$ cat src/rtl/core/base64_stream_decoder_unit_assert.svh
// Assertion macros for the base64 stream decoder.
// B64D_ASSERT checks a property on the rising clock edge, off while reset is held.
// B64D_ASSERT_RST checks a property on the rising clock edge, also during reset.
`ifndef BASE64_STREAM_DECODER_UNIT_ASSERT_SVH
`define BASE64_STREAM_DECODER_UNIT_ASSERT_SVH

`ifndef SYNTHESIS

`define B64D_ASSERT(label, clk, rst_n, prop) \
    label: assert property (@(posedge clk) disable iff (!(rst_n)) (prop)) \
        else $error("assertion failed");

`define B64D_ASSERT_RST(label, clk, prop) \
    label: assert property (@(posedge clk) (prop)) \
        else $error("assertion failed");

`else

`define B64D_ASSERT(label, clk, rst_n, prop)

`define B64D_ASSERT_RST(label, clk, prop)

`endif

`endif

$ cat src/rtl/core/b64d_pkg.sv
package b64d_pkg;

    localparam int BYTE_W  = 8;
    localparam int POS_W   = 16;
    localparam int LEN_W   = 16;
    localparam int Q_DEPTH = 4;
    localparam int Q_PTR_W = 2;
    localparam int Q_CNT_W = 3;

    localparam logic [7:0] PAD_CHAR = 8'h3D;

    // configuration register indexes
    localparam logic [1:0] CFG_URL_ALPHABET = 2'd0;
    localparam logic [1:0] CFG_PAD_REQUIRED = 2'd1;
    localparam logic [1:0] CFG_TRAIL_CHECK  = 2'd2;

    // status codes
    localparam logic [1:0] ST_OK       = 2'd0;
    localparam logic [1:0] ST_FORMAT   = 2'd1;
    localparam logic [1:0] ST_TRAILING = 2'd2;

    typedef enum logic [1:0] {
        PH_COLLECT = 2'd0,
        PH_PAD     = 2'd1,
        PH_AFTER   = 2'd2,
        PH_DECIDED = 2'd3
    } phase_t;

    typedef struct packed {
        logic url_alphabet;
        logic pad_required;
        logic trail_check;
    } cfg_t;

    typedef struct packed {
        phase_t     phase;
        logic [17:0] sextets;
        logic [1:0] bcount;
        logic [1:0] pads_left;
        logic [1:0] fstatus;
    } run_state_t;

    // all results caused by one item: up to three bytes, then maybe a status
    typedef struct packed {
        logic [1:0]              nbytes;
        logic [2:0][BYTE_W-1:0]  bytes;
        logic                    has_status;
        logic [1:0]              status;
        logic [POS_W-1:0]        position;
        logic [LEN_W-1:0]        length;
    } group_t;

    // bit 6 set: not in the alphabet
    function automatic logic [6:0] map_char(input logic [7:0] c, input logic url);
        logic [6:0] r;
        r = 7'h40;
        if (c >= 8'h41 && c <= 8'h5A) begin
            r = {1'b0, 6'(c - 8'h41)};
        end else if (c >= 8'h61 && c <= 8'h7A) begin
            r = {1'b0, 6'(c - 8'h61 + 8'd26)};
        end else if (c >= 8'h30 && c <= 8'h39) begin
            r = {1'b0, 6'(c - 8'h30 + 8'd52)};
        end else if (url && c == 8'h2D) begin
            r = 7'd62;
        end else if (url && c == 8'h5F) begin
            r = 7'd63;
        end else if (!url && c == 8'h2B) begin
            r = 7'd62;
        end else if (!url && c == 8'h2F) begin
            r = 7'd63;
        end
        return r;
    endfunction

endpackage

$ cat src/rtl/core/b64d_step.sv
module b64d_step #(
    parameter int COUNT_WIDTH = 16
) (
    input  b64d_pkg::cfg_t        cfg,
    input  b64d_pkg::run_state_t  st,
    input  logic [COUNT_WIDTH-1:0] cpos,
    input  logic [COUNT_WIDTH-1:0] ocnt,
    input  logic [COUNT_WIDTH-1:0] fpos,
    input  logic                  has_char,
    input  logic [7:0]            ch,
    input  logic                  last,
    output b64d_pkg::run_state_t  st_next,
    output logic [COUNT_WIDTH-1:0] cpos_next,
    output logic [COUNT_WIDTH-1:0] ocnt_next,
    output logic [COUNT_WIDTH-1:0] fpos_next,
    output b64d_pkg::group_t      grp
);
    import b64d_pkg::*;

    logic [6:0]             sx;
    phase_t                 p;
    logic [17:0]            b;
    logic [1:0]             bc;
    logic [1:0]             pl;
    logic [1:0]             fs;
    logic [1:0]             nb;
    logic [1:0]             pad;
    logic [7:0]             by0;
    logic [7:0]             by1;
    logic [7:0]             by2;
    logic [COUNT_WIDTH-1:0] cp;
    logic [COUNT_WIDTH-1:0] fp;
    logic [COUNT_WIDTH-1:0] oc;
    logic [COUNT_WIDTH:0]   osum;
    logic                   char_used;

    assign sx = map_char(ch, cfg.url_alphabet);

    // walk of one item: data character, run close, pad/trailing, end of string
    always_comb begin
        p = st.phase;
        b = st.sextets;
        bc = st.bcount;
        pl = st.pads_left;
        fs = st.fstatus;
        cp = cpos;
        fp = fpos;
        nb = 2'd0;
        pad = 2'd0;
        by0 = 8'h00;
        by1 = 8'h00;
        by2 = 8'h00;
        char_used = 1'b0;

        if (has_char && p == PH_COLLECT && !sx[6]) begin
            char_used = 1'b1;
            cp = (&cp) ? cp : cp + COUNT_WIDTH'(1);
            if (bc == 2'd3) begin
                by0 = b[17:10];
                by1 = b[9:2];
                by2 = {b[1:0], sx[5:0]};
                nb = 2'd3;
                b = '0;
                bc = 2'd0;
            end else begin
                b = {b[11:0], sx[5:0]};
                bc = bc + 2'd1;
            end
        end

        // close of the data run; bytes from here always land in slots 0 and 1
        if (p == PH_COLLECT && ((has_char && sx[6]) || last)) begin
            if (bc == 2'd1) begin
                fs = ST_FORMAT;
                fp = cp;
                p = PH_DECIDED;
            end else begin
                if (bc == 2'd2) begin
                    by0 = b[11:4];
                    nb = 2'd1;
                    pad = 2'd2;
                end else if (bc == 2'd3) begin
                    by0 = b[17:10];
                    by1 = b[9:2];
                    nb = 2'd2;
                    pad = 2'd1;
                end
                b = '0;
                bc = 2'd0;
                if (cfg.pad_required && pad != 2'd0) begin
                    pl = pad;
                    p = PH_PAD;
                end else begin
                    pl = 2'd0;
                    p = PH_AFTER;
                end
            end
        end

        if (has_char && !char_used) begin
            if (p == PH_PAD) begin
                if (ch == PAD_CHAR) begin
                    cp = (&cp) ? cp : cp + COUNT_WIDTH'(1);
                    pl = pl - 2'd1;
                    if (pl == 2'd0) begin
                        p = PH_AFTER;
                    end
                end else begin
                    fs = ST_FORMAT;
                    fp = cp;
                    p = PH_DECIDED;
                end
            end else if (p == PH_AFTER && cfg.trail_check) begin
                fs = ST_TRAILING;
                fp = cp;
                p = PH_DECIDED;
            end
        end

        if (last) begin
            if (p == PH_PAD) begin
                fs = ST_FORMAT;
                fp = cp;
                p = PH_DECIDED;
            end else if (p == PH_AFTER) begin
                fs = ST_OK;
                fp = cp;
                p = PH_DECIDED;
            end
        end

        // saturating byte count
        osum = {1'b0, ocnt} + (COUNT_WIDTH + 1)'(nb);
        oc = osum[COUNT_WIDTH] ? '1 : osum[COUNT_WIDTH-1:0];
    end

    // next state; the end of a string returns the run to reset
    always_comb begin
        if (last) begin
            st_next = '0;
            cpos_next = '0;
            ocnt_next = '0;
            fpos_next = '0;
        end else begin
            st_next.phase = p;
            st_next.sextets = b;
            st_next.bcount = bc;
            st_next.pads_left = pl;
            st_next.fstatus = fs;
            cpos_next = cp;
            ocnt_next = oc;
            fpos_next = fp;
        end
    end

    // results of this item
    always_comb begin
        grp.nbytes = nb;
        grp.bytes[0] = by0;
        grp.bytes[1] = by1;
        grp.bytes[2] = by2;
        grp.has_status = last;
        grp.status = fs;
        grp.position = POS_W'(fp);
        grp.length = LEN_W'(oc);
    end

endmodule

$ cat src/rtl/core/b64d_queue.sv
`include "base64_stream_decoder_unit_assert.svh"

module b64d_queue (
    input  logic              aclk,
    input  logic              aresetn,
    input  logic              push,
    input  b64d_pkg::group_t  grp_in,
    output logic              q_ready,
    output logic              m_valid,
    input  logic              m_ready,
    output logic              m_is_status,
    output logic [7:0]        m_data_byte,
    output logic [1:0]        m_status,
    output logic [15:0]       m_position,
    output logic [15:0]       m_decoded_length,
    output logic              m_run_end
);
    import b64d_pkg::*;

    group_t              slot_reg [Q_DEPTH];
    logic [Q_PTR_W-1:0]  wr_ptr_reg;
    logic [Q_PTR_W-1:0]  rd_ptr_reg;
    logic [Q_CNT_W-1:0]  count_reg;
    logic [Q_CNT_W-1:0]  count_next;
    logic [1:0]          sub_reg;
    logic [1:0]          last_idx;
    logic [7:0]          sel_byte;
    logic                pop;
    logic                out_fire;
    group_t              head;

    assign head = slot_reg[rd_ptr_reg];
    assign q_ready = (count_reg != Q_CNT_W'(Q_DEPTH));
    assign m_valid = (count_reg != '0);
    assign out_fire = m_valid && m_ready;
    assign pop = out_fire && m_run_end;

    // serializer over the head group: bytes first, status last
    always_comb begin
        last_idx = head.has_status ? head.nbytes : head.nbytes - 2'd1;
        unique case (sub_reg)
            2'd0: sel_byte = head.bytes[0];
            2'd1: sel_byte = head.bytes[1];
            2'd2: sel_byte = head.bytes[2];
            2'd3: sel_byte = 8'h00;
        endcase
        m_is_status = head.has_status && (sub_reg == head.nbytes);
        m_data_byte = m_is_status ? 8'h00 : sel_byte;
        m_status = m_is_status ? head.status : ST_OK;
        m_position = m_is_status ? head.position : '0;
        m_decoded_length = m_is_status ? head.length : '0;
        m_run_end = (sub_reg == last_idx);
    end

    always_comb begin
        unique case ({push, pop})
            2'b10:   count_next = count_reg + Q_CNT_W'(1);
            2'b01:   count_next = count_reg - Q_CNT_W'(1);
            default: count_next = count_reg;
        endcase
    end

    always_ff @(posedge aclk) begin
        if (push) begin
            slot_reg[wr_ptr_reg] <= grp_in;
        end
    end

    always_ff @(posedge aclk) begin
        if (!aresetn) begin
            wr_ptr_reg <= '0;
            rd_ptr_reg <= '0;
            count_reg <= '0;
            sub_reg <= 2'd0;
        end else begin
            count_reg <= count_next;
            if (push) begin
                wr_ptr_reg <= wr_ptr_reg + Q_PTR_W'(1);
            end
            if (pop) begin
                rd_ptr_reg <= rd_ptr_reg + Q_PTR_W'(1);
            end
            if (out_fire) begin
                sub_reg <= m_run_end ? 2'd0 : sub_reg + 2'd1;
            end
        end
    end

    `B64D_ASSERT(a_no_overflow, aclk, aresetn, !(push && (count_reg == Q_CNT_W'(Q_DEPTH))))
    `B64D_ASSERT(a_count_range, aclk, aresetn, count_reg <= Q_CNT_W'(Q_DEPTH))
    `B64D_ASSERT(a_sub_range, aclk, aresetn, (count_reg != '0) |-> (sub_reg <= last_idx))
    `B64D_ASSERT_RST(a_empty_after_reset, aclk, (!aresetn) |=> (count_reg == '0))

endmodule

$ cat src/rtl/core/base64_stream_decoder_unit.sv
// Base64 stream decoder (standard or URL-safe alphabet).
// Input channel s_*: one character per transaction (s_has_char, s_character),
// s_last closes the string; an item with s_has_char low and s_last high ends
// the string without a character. Result channel m_*: one decoded byte per
// transaction, and after the string's last item one status transaction
// (m_is_status high) with the error code, the error offset or consumed count,
// and the byte count. m_run_end marks the last result caused by one input item.
// Config port cfg_*: a one-cycle write of one bit to register cfg_index
// (0 alphabet select, 1 expect padding, 2 trailing check); write it while idle.
// Path: an accepted item is decoded from the input register once the queue
// has room; its result group enters the queue and m_* shows the queue head.
// Throughput: one input item per cycle as long as results drain; the result
// side moves one transaction per cycle while m_ready is high, so a character
// that completes a quantum (three bytes) gives three transactions. A four-entry
// queue of per-item result groups sits between the decode step and m_*.
// Stall: when m_ready is low the queue fills, then the input register holds
// its item and s_ready drops; nothing is dropped or repeated.
// Reset: aresetn (synchronous, active low) empties the queue and input
// register, clears the run state and loads the register defaults.
`include "base64_stream_decoder_unit_assert.svh"

module base64_stream_decoder_unit #(
    parameter int COUNT_WIDTH = 16
) (
    input  logic        aclk,
    input  logic        aresetn,
    input  logic        cfg_we,
    input  logic [1:0]  cfg_index,
    input  logic        cfg_wdata,
    input  logic        s_valid,
    output logic        s_ready,
    input  logic        s_has_char,
    input  logic [7:0]  s_character,
    input  logic        s_last,
    output logic        m_valid,
    input  logic        m_ready,
    output logic        m_is_status,
    output logic [7:0]  m_data_byte,
    output logic [1:0]  m_status,
    output logic [15:0] m_position,
    output logic [15:0] m_decoded_length,
    output logic        m_run_end
);
    import b64d_pkg::*;

    // configuration registers
    cfg_t cfg_reg;

    // input register stage
    logic       in_valid_reg;
    logic       has_char_reg;
    logic [7:0] char_reg;
    logic       last_reg;

    // run state
    run_state_t             run_reg;
    run_state_t             run_next;
    logic [COUNT_WIDTH-1:0] cpos_reg;
    logic [COUNT_WIDTH-1:0] cpos_next;
    logic [COUNT_WIDTH-1:0] ocnt_reg;
    logic [COUNT_WIDTH-1:0] ocnt_next;
    logic [COUNT_WIDTH-1:0] fpos_reg;
    logic [COUNT_WIDTH-1:0] fpos_next;

    group_t grp;
    logic   q_ready;
    logic   step_fire;
    logic   in_fire;
    logic   push;

    // the held item is decoded once the queue can take its result group
    assign step_fire = in_valid_reg && q_ready;
    assign s_ready = !in_valid_reg || step_fire;
    assign in_fire = s_valid && s_ready;
    // items that cause no result (buffered or ignored characters) leave no group behind
    assign push = step_fire && (grp.has_status || grp.nbytes != 2'd0);

    always_ff @(posedge aclk) begin
        if (!aresetn) begin
            cfg_reg.url_alphabet <= 1'b0;
            cfg_reg.pad_required <= 1'b1;
            cfg_reg.trail_check <= 1'b0;
        end else if (cfg_we) begin
            unique case (cfg_index)
                CFG_URL_ALPHABET: cfg_reg.url_alphabet <= cfg_wdata;
                CFG_PAD_REQUIRED: cfg_reg.pad_required <= cfg_wdata;
                CFG_TRAIL_CHECK:  cfg_reg.trail_check <= cfg_wdata;
                default:          ;
            endcase
        end
    end

    always_ff @(posedge aclk) begin
        if (in_fire) begin
            has_char_reg <= s_has_char;
            char_reg <= s_character;
            last_reg <= s_last;
        end
    end

    always_ff @(posedge aclk) begin
        if (!aresetn) begin
            in_valid_reg <= 1'b0;
            run_reg <= '0;
            cpos_reg <= '0;
            ocnt_reg <= '0;
            fpos_reg <= '0;
        end else begin
            if (in_fire) begin
                in_valid_reg <= 1'b1;
            end else if (step_fire) begin
                in_valid_reg <= 1'b0;
            end
            if (step_fire) begin
                run_reg <= run_next;
                cpos_reg <= cpos_next;
                ocnt_reg <= ocnt_next;
                fpos_reg <= fpos_next;
            end
        end
    end

    b64d_step #(
        .COUNT_WIDTH(COUNT_WIDTH)
    ) u_step (
        .cfg       (cfg_reg),
        .st        (run_reg),
        .cpos      (cpos_reg),
        .ocnt      (ocnt_reg),
        .fpos      (fpos_reg),
        .has_char  (has_char_reg),
        .ch        (char_reg),
        .last      (last_reg),
        .st_next   (run_next),
        .cpos_next (cpos_next),
        .ocnt_next (ocnt_next),
        .fpos_next (fpos_next),
        .grp       (grp)
    );

    b64d_queue u_queue (
        .aclk             (aclk),
        .aresetn          (aresetn),
        .push             (push),
        .grp_in           (grp),
        .q_ready          (q_ready),
        .m_valid          (m_valid),
        .m_ready          (m_ready),
        .m_is_status      (m_is_status),
        .m_data_byte      (m_data_byte),
        .m_status         (m_status),
        .m_position       (m_position),
        .m_decoded_length (m_decoded_length),
        .m_run_end        (m_run_end)
    );

    // end of string leaves a fresh run behind
    `B64D_ASSERT(a_last_clears, aclk, aresetn,
        (step_fire && last_reg) |=> ((run_reg.phase == PH_COLLECT) && (cpos_reg == '0)
            && (ocnt_reg == '0)))
    // a held item stays put until decoded
    `B64D_ASSERT(a_hold_item, aclk, aresetn,
        (in_valid_reg && !step_fire) |=> (in_valid_reg && $stable({char_reg, last_reg})))
    // the last item of a string always leaves a status group
    `B64D_ASSERT(a_last_pushes, aclk, aresetn,
        (step_fire && last_reg) |-> (push && grp.has_status))

endmodule
$ cat config.mk
export PLATFORM = sky130hd
export DESIGN_NAME = base64_stream_decoder_unit
export DESIGN_NICKNAME = d
export VERILOG_FILES = /design/src/rtl/core/b64d_pkg.sv /design/src/rtl/core/b64d_step.sv /design/src/rtl/core/b64d_queue.sv /design/src/rtl/core/base64_stream_decoder_unit.sv
export VERILOG_INCLUDE_DIRS = /design/src /design/src/rtl/core
export SDC_FILE = /design/constraint.sdc
export NUM_CORES = 1
export LEC_CHECK = 0
export BUFFER_PORTS_ARGS = -buffer_cell sky130_fd_sc_hd__buf_2
export CAP_MARGIN = 0
export CELL_PAD_IN_SITES_DETAIL_PLACEMENT = 1
export CELL_PAD_IN_SITES_GLOBAL_PLACEMENT = 1
export CORE_MARGIN = 2
export CORE_UTILIZATION = 48
export CTS_BUF_LIST = sky130_fd_sc_hd__clkbuf_2
export CTS_CLUSTER_DIAMETER = 60
export DETAILED_ROUTE_END_ITERATION = 16
export PLACE_DENSITY = 0.76
export SLEW_MARGIN = 20
export SYNTH_ARGS = -nofsm -noshare
export SYNTH_HDL_FRONTEND = slang
export SYNTH_SLANG_ARGS = --single-unit
$ cat constraint.sdc
create_clock -name aclk -period 4.9 [get_ports aclk]
set_clock_uncertainty 0.05 [all_clocks]
set_input_delay 0.49 -clock aclk [delete_from_list [all_inputs] [get_ports aclk]]
set_output_delay 0.49 -clock aclk [all_outputs]
set_load 0.1 [all_outputs]
# Yosys cells after proc, flatten, opt, wreduce, memory -nomap -nowiden
# Memories as Yosys holds them, arrays and structs flattened. A register that Yosys moved wholly into a read port is not among the register bits.
# Index checks and enable logic that the tools add are counted.
# classes
eq_ne	23
n_lt_le_gt_ge	6
mux	97
n_reduce_logical	41
addsub	16
# op_table
op	n
2-to-1 mux 16 bit	21
2-to-1 mux 8 bit	15
2-to-1 mux 2 bit	41
2-to-1 mux 18 bit	4
2-to-1 mux 7 bit	7
adder 16 x 1 -> 16 bit, second input constant	2
equality test 8 x 6 -> 1 bit, second input constant	4
one-hot mux 8 bit (4 select lines)	1
AND reduction 16 bit	2
2-to-1 mux 26 bit	1
logical AND 1 bit	20
equality test 2 bit, second input constant	9
adder 16 x 2 -> 17 bit	1
>= comparator 8 x 7 -> 1 bit, second input constant	2
<= comparator 8 x 7 -> 1 bit, second input constant	2
equality test 2 x 1 -> 1 bit, second input constant	6
subtractor 6 bit, second input constant	2
adder 2 x 1 -> 2 bit, second input constant	4
equality test 8 x 7 -> 1 bit, second input constant	1
>= comparator 8 x 6 -> 1 bit, second input constant	1
<= comparator 8 x 6 -> 1 bit, second input constant	1
logical NOT 2 bit	4
nonzero test 2 bit	4
adder 6 x 5 -> 6 bit, second input constant	1
other kinds (13)	27
# word_totals
wordCells	203
ramBits	244
n_memories	1
register_bits	97
# mem_list
memory	words	width	rd	rd_clocked_by_memory_dff	write_ports	line	rtl
u_queue.slot_reg	4	61	1	1	1	b64d_queue.sv:20	group_t slot_reg [Q_DEPTH];

# Depth between registers and ports, before layout
# Gate-level depths: netlist of the first run.
# logic_depth
depth_word	33
ltp_mapped	22
depth_no_buf	19

# Hierarchy
# A second synthesis of the first run with hierarchy kept.
# unflattened
cells_unflattened	1448
area_unflattened_um2	17519.3
# modules_own_cells
mod	area_each_um2	cells_per_inst	seq_area_each_um2	n_inst
b64d_queue	9910.8	473	7547.2	1
base64_stream_decoder_unit	3808.7	368	1861.8	1
b64d_step	3799.9	607	0.0	1

# Worst setup path before layout of the first run
# Ideal clock, no wire load.
# synth_path
kind	register to register
start	register char_reg[2]
end	register ocnt_reg[10]
required_ns	4.785
synth_period_minus_slack_ns	5.041
setup_slack_ns	-0.141
path_stages_with_launch	23
t_arrival_ns	4.926
cell_sequence	edfxtp_1 -> buf_2 -> inv_1 -> ha_1 -> a21oi_1 -> a311oi_2 -> or3_1 -> buf_2 -> a21oi_1 -> clkbuf_1 -> nand2_1 -> a21oi_1 -> a21o_1 -> ha_1 -> fa_1 -> and3_1 -> and3_1 -> nand3_1 -> or3_1 -> clkbuf_1 -> nand3_1 -> a22oi_1 -> nor2_1
# synth_rtl
item	line	rtl
start: declaration	base64_stream_decoder_unit.sv:52	logic [7:0] char_reg;
start signal: assignment	base64_stream_decoder_unit.sv:96	char_reg <= s_character;
end signal: assignment	base64_stream_decoder_unit.sv:117	ocnt_reg <= ocnt_next;
end: declaration	base64_stream_decoder_unit.sv:60	logic [COUNT_WIDTH-1:0] ocnt_reg;

==> results of run 1 <==
final cells by class:
type | count | area (um2)
diodes | 2 | 5.00
clock buffers | 135 | 676
clock inverters | 19 | 160
fillers | 3453 | 15000
inverters | 24 | 90.1
multi-input cells | 820 | 6600
flip-flops and latches | 343 | 9410
well taps | 448 | 561
repair buffers | 147 | 1070
path summary, 6_finish.rpt:
check,cells past startpoint,to,from,slack [ns]
worst min-delay path,2,char_reg[2],s_character[2],0.18
worst max-delay path,18,u_queue.slot_reg[1][30],char_reg[2],0.20
worst min register to register,2,run_reg[0],run_reg[0],0.43
worst max register to register,18,u_queue.slot_reg[1][30],char_reg[2],0.20
kinds of logic after synthesis:
family | Yosys count | synth area share [%]
simple gates | 384 | 12.2
flops | 343 | 57.6
compound gates | 277 | 12.7
buf+inv | 101 | 2.77
mux | 86 | 10.1
xor+xnor | 48 | 2.66
fa+ha+maj | 25 | 2.01
stage by stage:
step                total power, mW  cells  instance area (um2)
finish                         5.75   1938                18600
global route                   5.98   1937                18600
CTS                            5.80   1928                18400
detailed placement             3.73   1756                17400
global placement               3.72   1756                17400
floorplan                      3.59   1264                16300
layout by cell type, fill, tap and decap left out, drive strengths merged, types with 6 or more instances in the layout:
master,instances
ha,23
nand2b,8
and4,7
a31oi,9
nor2b,7
a22oi,30
a22o,24
nand2,86
or3,10
dlygate4sd3,18
a21oi,66
clkbuf,136
o2bb2ai,14
and2,51
o21ai,40
a32o,7
clkinv,14
mux2i,19
xnor2,29
a211oi,10
o31ai,7
buf,128
a21o,7
edfxtp,254
a311oi,6
nand4,11
o22ai,10
nor3b,17
dfxtp,89
mux4,61
nor3,25
a221oi,6
mux2,6
nand3,30
and3,19
xor2,19
inv,24
nor2,96
report_power, final:
group	switching (mW)	total, mW	leakage, nW	internal [mW]
Sequential	0.0199	3.15	3.08	3.13
Clock	1.18	2.06	0.630	0.880
Combinational	0.383	0.539	2.83	0.157
Total	1.58	5.75	6.55	4.17
worst register-to-register path: cells and delay by family, from the launching register on:
| kind | cells | cell delay [ns] |
|---|---|---|
| mux | 1 | 0.39 |
| buf+inv | 3 | 0.54 |
| flops | 1 | 0.42 |
| fa+ha+maj | 2 | 0.45 |
| simple gates | 6 | 0.98 |
| compound gates | 6 | 1.58 |
timing repair:
| item | in CTS | in global routing |
|---|---|---|
| gates resized for setup | 4 | 20 |
| setup endpoints to repair | 46 | 84 |
| endpoints found under the hold margin | 35 | 0 |
| cloned | 0 | 0 |
| pin swaps | 0 | 5 |
| hold buffers | 18 | 0 |
| setup buffers | 0 | 8 |
layer usage:
metal	vias up	track usage (%)	part of all wire (%)
li1	5238	-	-
met1	5891	33.4	44
met2	344	41.7	49
met3	60	5.38	5.6
met4	0	7.87	1.7
met5	-	0	0
==> flow_summary.json, run 1 <==
{
  "syn-cell-area_um2": 16300,
  "crit_chain": "buf_4 -> ha_1 -> buf_4 -> o211ai_1 -> a31oi_2 -> buf_6 -> a21oi_4 -> nand2_1 -> nand2_1 -> ha_2 -> nand3_1 -> or3_1 -> o311ai_0 -> o32a_2 -> nand3_4 -> nor3_1 -> mux2_2 -> a221o_1",
  "yosysWarnings": 0,
  "proportion_of_synthesized_flip_flops_having_asynchronous_set_or_reset_pct": 0,
  "worst-slew-pin-transition_ns": 1.07,
  "timing.slew.headroom_pct": 28.3,
  "cell_with_the_most_instances_after_synthesis": "edfxtp_1",
  "yosysTopAreaCell": "edfxtp_1",
  "crit_path_start_kind": "flop",
  "end_kind": "flop",
  "syn-num-nets": 1307,
  "wl_mm": 44.4,
  "final_util_pct": 55.4,
  "antenna_nets_post_route": 0,
  "syn-mean-instance-area_um2": 12.9,
  "min_period_ns": 4.70,
  "max-cap-violations": 0,
  "largest_register_ffs": 244,
  "start_util_pct": 48.7,
  "synth_enable_flop_cells": 254,
  "fmax_ghz": 0.213,
  "drtIter0Drc": 797,
  "rows": 67,
  "setup-tns-final_ns": 0,
  "critical_path.top_delay_family": "compound AO/OA/AOI/OAI gates",
  "fp.dieArea_um2": 35500,
  "critical_path.max_fanout": 8,
  "cts.clk_slew.worst_paths_ns": 0.10,
  "tritoncts": "done",
  "numCtsBuffers": 86,
  "critical_path_class": "reg2reg",
  "cts.root.buffer_cell": "clkbuf_2",
  "yosys_most_used_dff": "edfxtp_1",
  "grt_overflow_total": 0,
  "layout.nets": 1465,
  "wire_length_of_the_first_global_routing_pass_mm": 69.7,
  "drt_pre_antenna_iters": 5,
  "yosysUniqueCellTypes": 92,
  "fin_ws_ns": 0.196,
  "grt.total_usage_pct": 25.2,
  "cts_buffer_depth": 3,
  "h-tree-depth": 3,
  "post_synth_inst_count": 1264,
  "p_leak_nw": 6.55,
  "number_of_port_buffers": 63,
  "layout_worst_path_cycle_share_pct": 96.0,
  "die_height_um": 189,
  "pin_count_of_the_biggest_net_entering_global_routing": 53,
  "drt_drc_violations_left": 0,
  "peakVddDrop_v": 0.000190,
  "insertion_delay_ns": 1.02,
  "worst_path_largest_cell_delay_ns": 0.42,
  "numClockSinks": 343,
  "finalHoldViolCount": 0,
  "status": "finished, final reports clean",
  "required_ns": 5.53,
  "place_congestion": 0.925,
  "timing.final.max_slew_violations": 0,
  "cp_num_buf_inv": 3,
  "synth.yosys.seq_area_share_pct": 57.6,
  "hold_ws_ns": 0.177,
  "die_width_um": 189,
  "ports_placed_on_the_boundary": 64,
  "critPathArrivalTime_ns": 5.33,
  "netlist_top_cells_area": "edfxtp_1 (47%), dfxtp_1 (11%), mux4_2 (8.4%)",
  "route.detailed.vias_per_inst": 5.95,
  "floorplan.core_area_um2": 33500,
  "area_growth_pct": 13.6,
  "first_global_vias": 12200,
  "grt_antenna_before_repair": 2,
  "dp_slack_ns": -0.225,
  "powerDensity_nw_per_um2": 310,
  "routed_len_inst_um": 22.9,
  "synth_top_cell_area_share_pct": 46.7,
  "synth-seq-cells": 343,
  "vias": 11500,
  "fraction_of_layout_instances_using_a_drive_strength_above_1_pct": 26.7,
  "slowest_stage": "edfxtp_1",
  "detailedPlacementHpwl_mm": 29.9,
  "setup_viol": 0,
  "synth.cells.most_frequent": "edfxtp_1 (254), nor2_1 (93), dfxtp_1 (89), nand2_1 (86), a21oi_1 (64)",
  "hold_crit_path_type": "in2reg"
}
Power figures use the tool's default switching activity.
==> run 2, diff against run 1 <==
--- a/constraint.sdc
+++ b/constraint.sdc
@@ -4,2 +4,2 @@
 set_output_delay 0.49 -clock aclk [all_outputs]
-set_load 0.1 [all_outputs]
+set_load 0.05 [all_outputs]
==> run 2 against run 1 <==
  * Global-route usage shrank 0.099 points
  * Hold slack improved by 0.0021 ns
  * Flip-flop and latch count unchanged
  * Register-to-register slack improved by 0.07 ns
  * Sequential share of layout area increased by 0.12 points
  * Die area unchanged
  * Clock-buffer cell count down 9
  * Routed wire length fell by 1.3%
  * Critical path depth is 1 lower
  * Largest power group unchanged
==> flow_summary.json, run 2 (synthesis results as in run 1) <==
{
  "grt.total_usage_pct": 25.1,
  "worst-r2r-setup-slack_ns": 0.26,
  "timing.hold.worst_endpoint": "char_reg[1]",
  "min-delay-start": "s_character[1]",
  "critical_path.max_fanout": 8,
  "end_kind": "flop",
  "rsz_0062_raised_after_global_routing": "yes",
  "routed_len_inst_um": 22.6,
  "dpl-instance-area_um2": 17400,
  "power_frac_clock_pct": 34.9,
  "min_period_ns": 4.64,
  "seq_power_share_pct": 56.7,
  "place.detailed.instances": 1754,
  "largest_register_ffs": 244,
  "floorplan.core_area_um2": 33500,
  "cts_buffer_depth": 3,
  "vias": 11600,
  "critPathArrivalTime_ns": 5.26,
  "ff_latch_area_um2": 9410,
  "p_sw_share_pct": 27.5,
  "internal-power_mw": 4.03,
  "finalHoldViolCount": 0,
  "critical_path_class": "reg2reg",
  "multi_input_area_um2": 6640,
  "final_util_pct": 55.3,
  "first_global_vias": 12300,
  "crit_path_start_kind": "flop",
  "start_util_pct": 48.7,
  "p_leak_nw": 6.49,
  "hold_ws_ns": 0.179,
  "grt_antenna_before_repair": 2,
  "antenna_nets_post_route": 0,
  "insertion_delay_ns": 0.96,
  "drtIter0Drc": 772,
  "worst-slew-pin-transition_ns": 1.10,
  "status": "finished, final reports clean",
  "layout_common_cells": "edfxtp_1 (254), clkbuf_2 (126), nor2_1 (93), dfxtp_1 (87), nand2_1 (86)",
  "fraction_of_layout_instances_using_a_drive_strength_above_1_pct": 26.2,
  "peakVddDrop_v": 0.000118,
  "route.detailed.vias_per_inst": 5.96,
  "area_growth_pct": 13.4,
  "ports_placed_on_the_boundary": 64,
  "setup-tns-final_ns": 0,
  "wl_mm": 43.8,
  "drt_pre_antenna_iters": 5,
  "layoutNonFillerInstCount": 1940,
  "drt_drc_violations_left": 0,
  "die_height_um": 189,
  "total_switching_power_mw": 1.53,
  "required_ns": 5.53,
  "final_common_cell": "edfxtp_1",
  "timing.final.max_slew_violations": 0,
  "hold_path_depth": 2,
  "share_comb_of_total_power_pct": 8.4,
  "critical_path.startpoint": "char_reg[3]",
  "layout.nets": 1463,
  "dp_slack_ns": -0.183,
  "place_congestion": 0.904,
  "number_of_port_buffers": 63,
  "detailedPlacementHpwl_mm": 29.4,
  "numCtsBuffers": 87,
  "hold_crit_path_type": "in2reg",
  "layout_worst_path_cycle_share_pct": 94.6,
  "grt_overflow_total": 0,
  "n_fill_cell": 3487,
  "worst_r2r_endpoint": "u_queue.slot_reg[1][25]",
  "fin_ws_ns": 0.262,
  "max-cap-violations": 0,
  "numClockSinks": 343,
  "setup_viol": 0,
  "die_width_um": 189,
  "pin_count_of_the_biggest_net_entering_global_routing": 62,
  "fmax_ghz": 0.216,
  "timing.slew.headroom_pct": 26.3,
  "ff2ff_path_depth": 17,
  "tritoncts": "done",
  "cts.clk_slew.worst_paths_ns": 0.12,
  "powerDensity_nw_per_um2": 300,
  "fp.dieArea_um2": 35500,
  "cts.root.buffer_cell": "clkbuf_2",
  "h-tree-depth": 3,
  "power_mw": 5.56,
  "rows": 67,
  "worstReg2RegStart": "char_reg[3]",
  "wire_length_of_the_first_global_routing_pass_mm": 69.1,
  "design_area_um2": 18500
}
## run 2: worst max-delay path, stage by stage, from the launching register on
cell      delay (ns)
edfxtp_1        0.54
ha_2            0.27
nor2b_1         0.14
o211ai_1        0.28
a31oi_2         0.19
buf_6           0.18
a21oi_4         0.25
xnor2_1         0.18
inv_1           0.10
ha_2            0.22
nand3_1         0.12
or3_1           0.11
o311ai_0        0.17
o32a_2          0.29
buf_4           0.16
a31oi_1         0.60
nor3_1          0.14
a211o_1         0.35
## run 2: final cells by class
class,count,share of cell area (%)
repair buffers,144,5.58
well taps,448,3.02
inverters,24,0.486
multi-input cells,820,35.8
diodes,1,0.0135
flip-flops and latches,343,50.8
clock buffers,126,3.40
clock inverters,34,0.857
## run 2: how the worst max path moves through the flow
stage	endpoint	slack (ns)	cells after the start
global placement	ocnt_reg[9]	0.03	17
finish	u_queue.slot_reg[1][25]	0.26	17
floorplan	ocnt_reg[10]	0.01	22
global route	ocnt_reg[15]	-0.08	18
detailed placement	ocnt_reg[9]	-0.18	17
CTS	u_queue.slot_reg[1][30]	0.002	17
## run 2: power groups by stage
stage,sequential (mW),clock (mW),combinational (mW)
4_1_cts,3.16,2.00,0.451
5_1_grt,3.16,2.14,0.501
3_3_place_gp,3.22,0,0.429
3_5_place_dp,3.22,0,0.440
2_1_floorplan,3.21,0,0.313
6_report,3.15,1.94,0.466
## run 2: what timing repair did
action                                  CTS  global route
hold buffers                             18             0
pin swaps                                 1             7
setup buffers                             0             7
gates resized for setup                   1            29
hold endpoints to repair                 36             0
endpoints found under the setup margin   71           104
## run 2: layer usage
metal  GRT usage, %  wire, um  part of all wire [%]  up-vias
met5              0        13                 0.030        -
met4           8.71       970                   2.2        2
met3           4.99      2580                   5.9       76
met2           41.6     21200                    48      355
met1           33.2     19000                    43     5874
li1               -         -                     -     5262
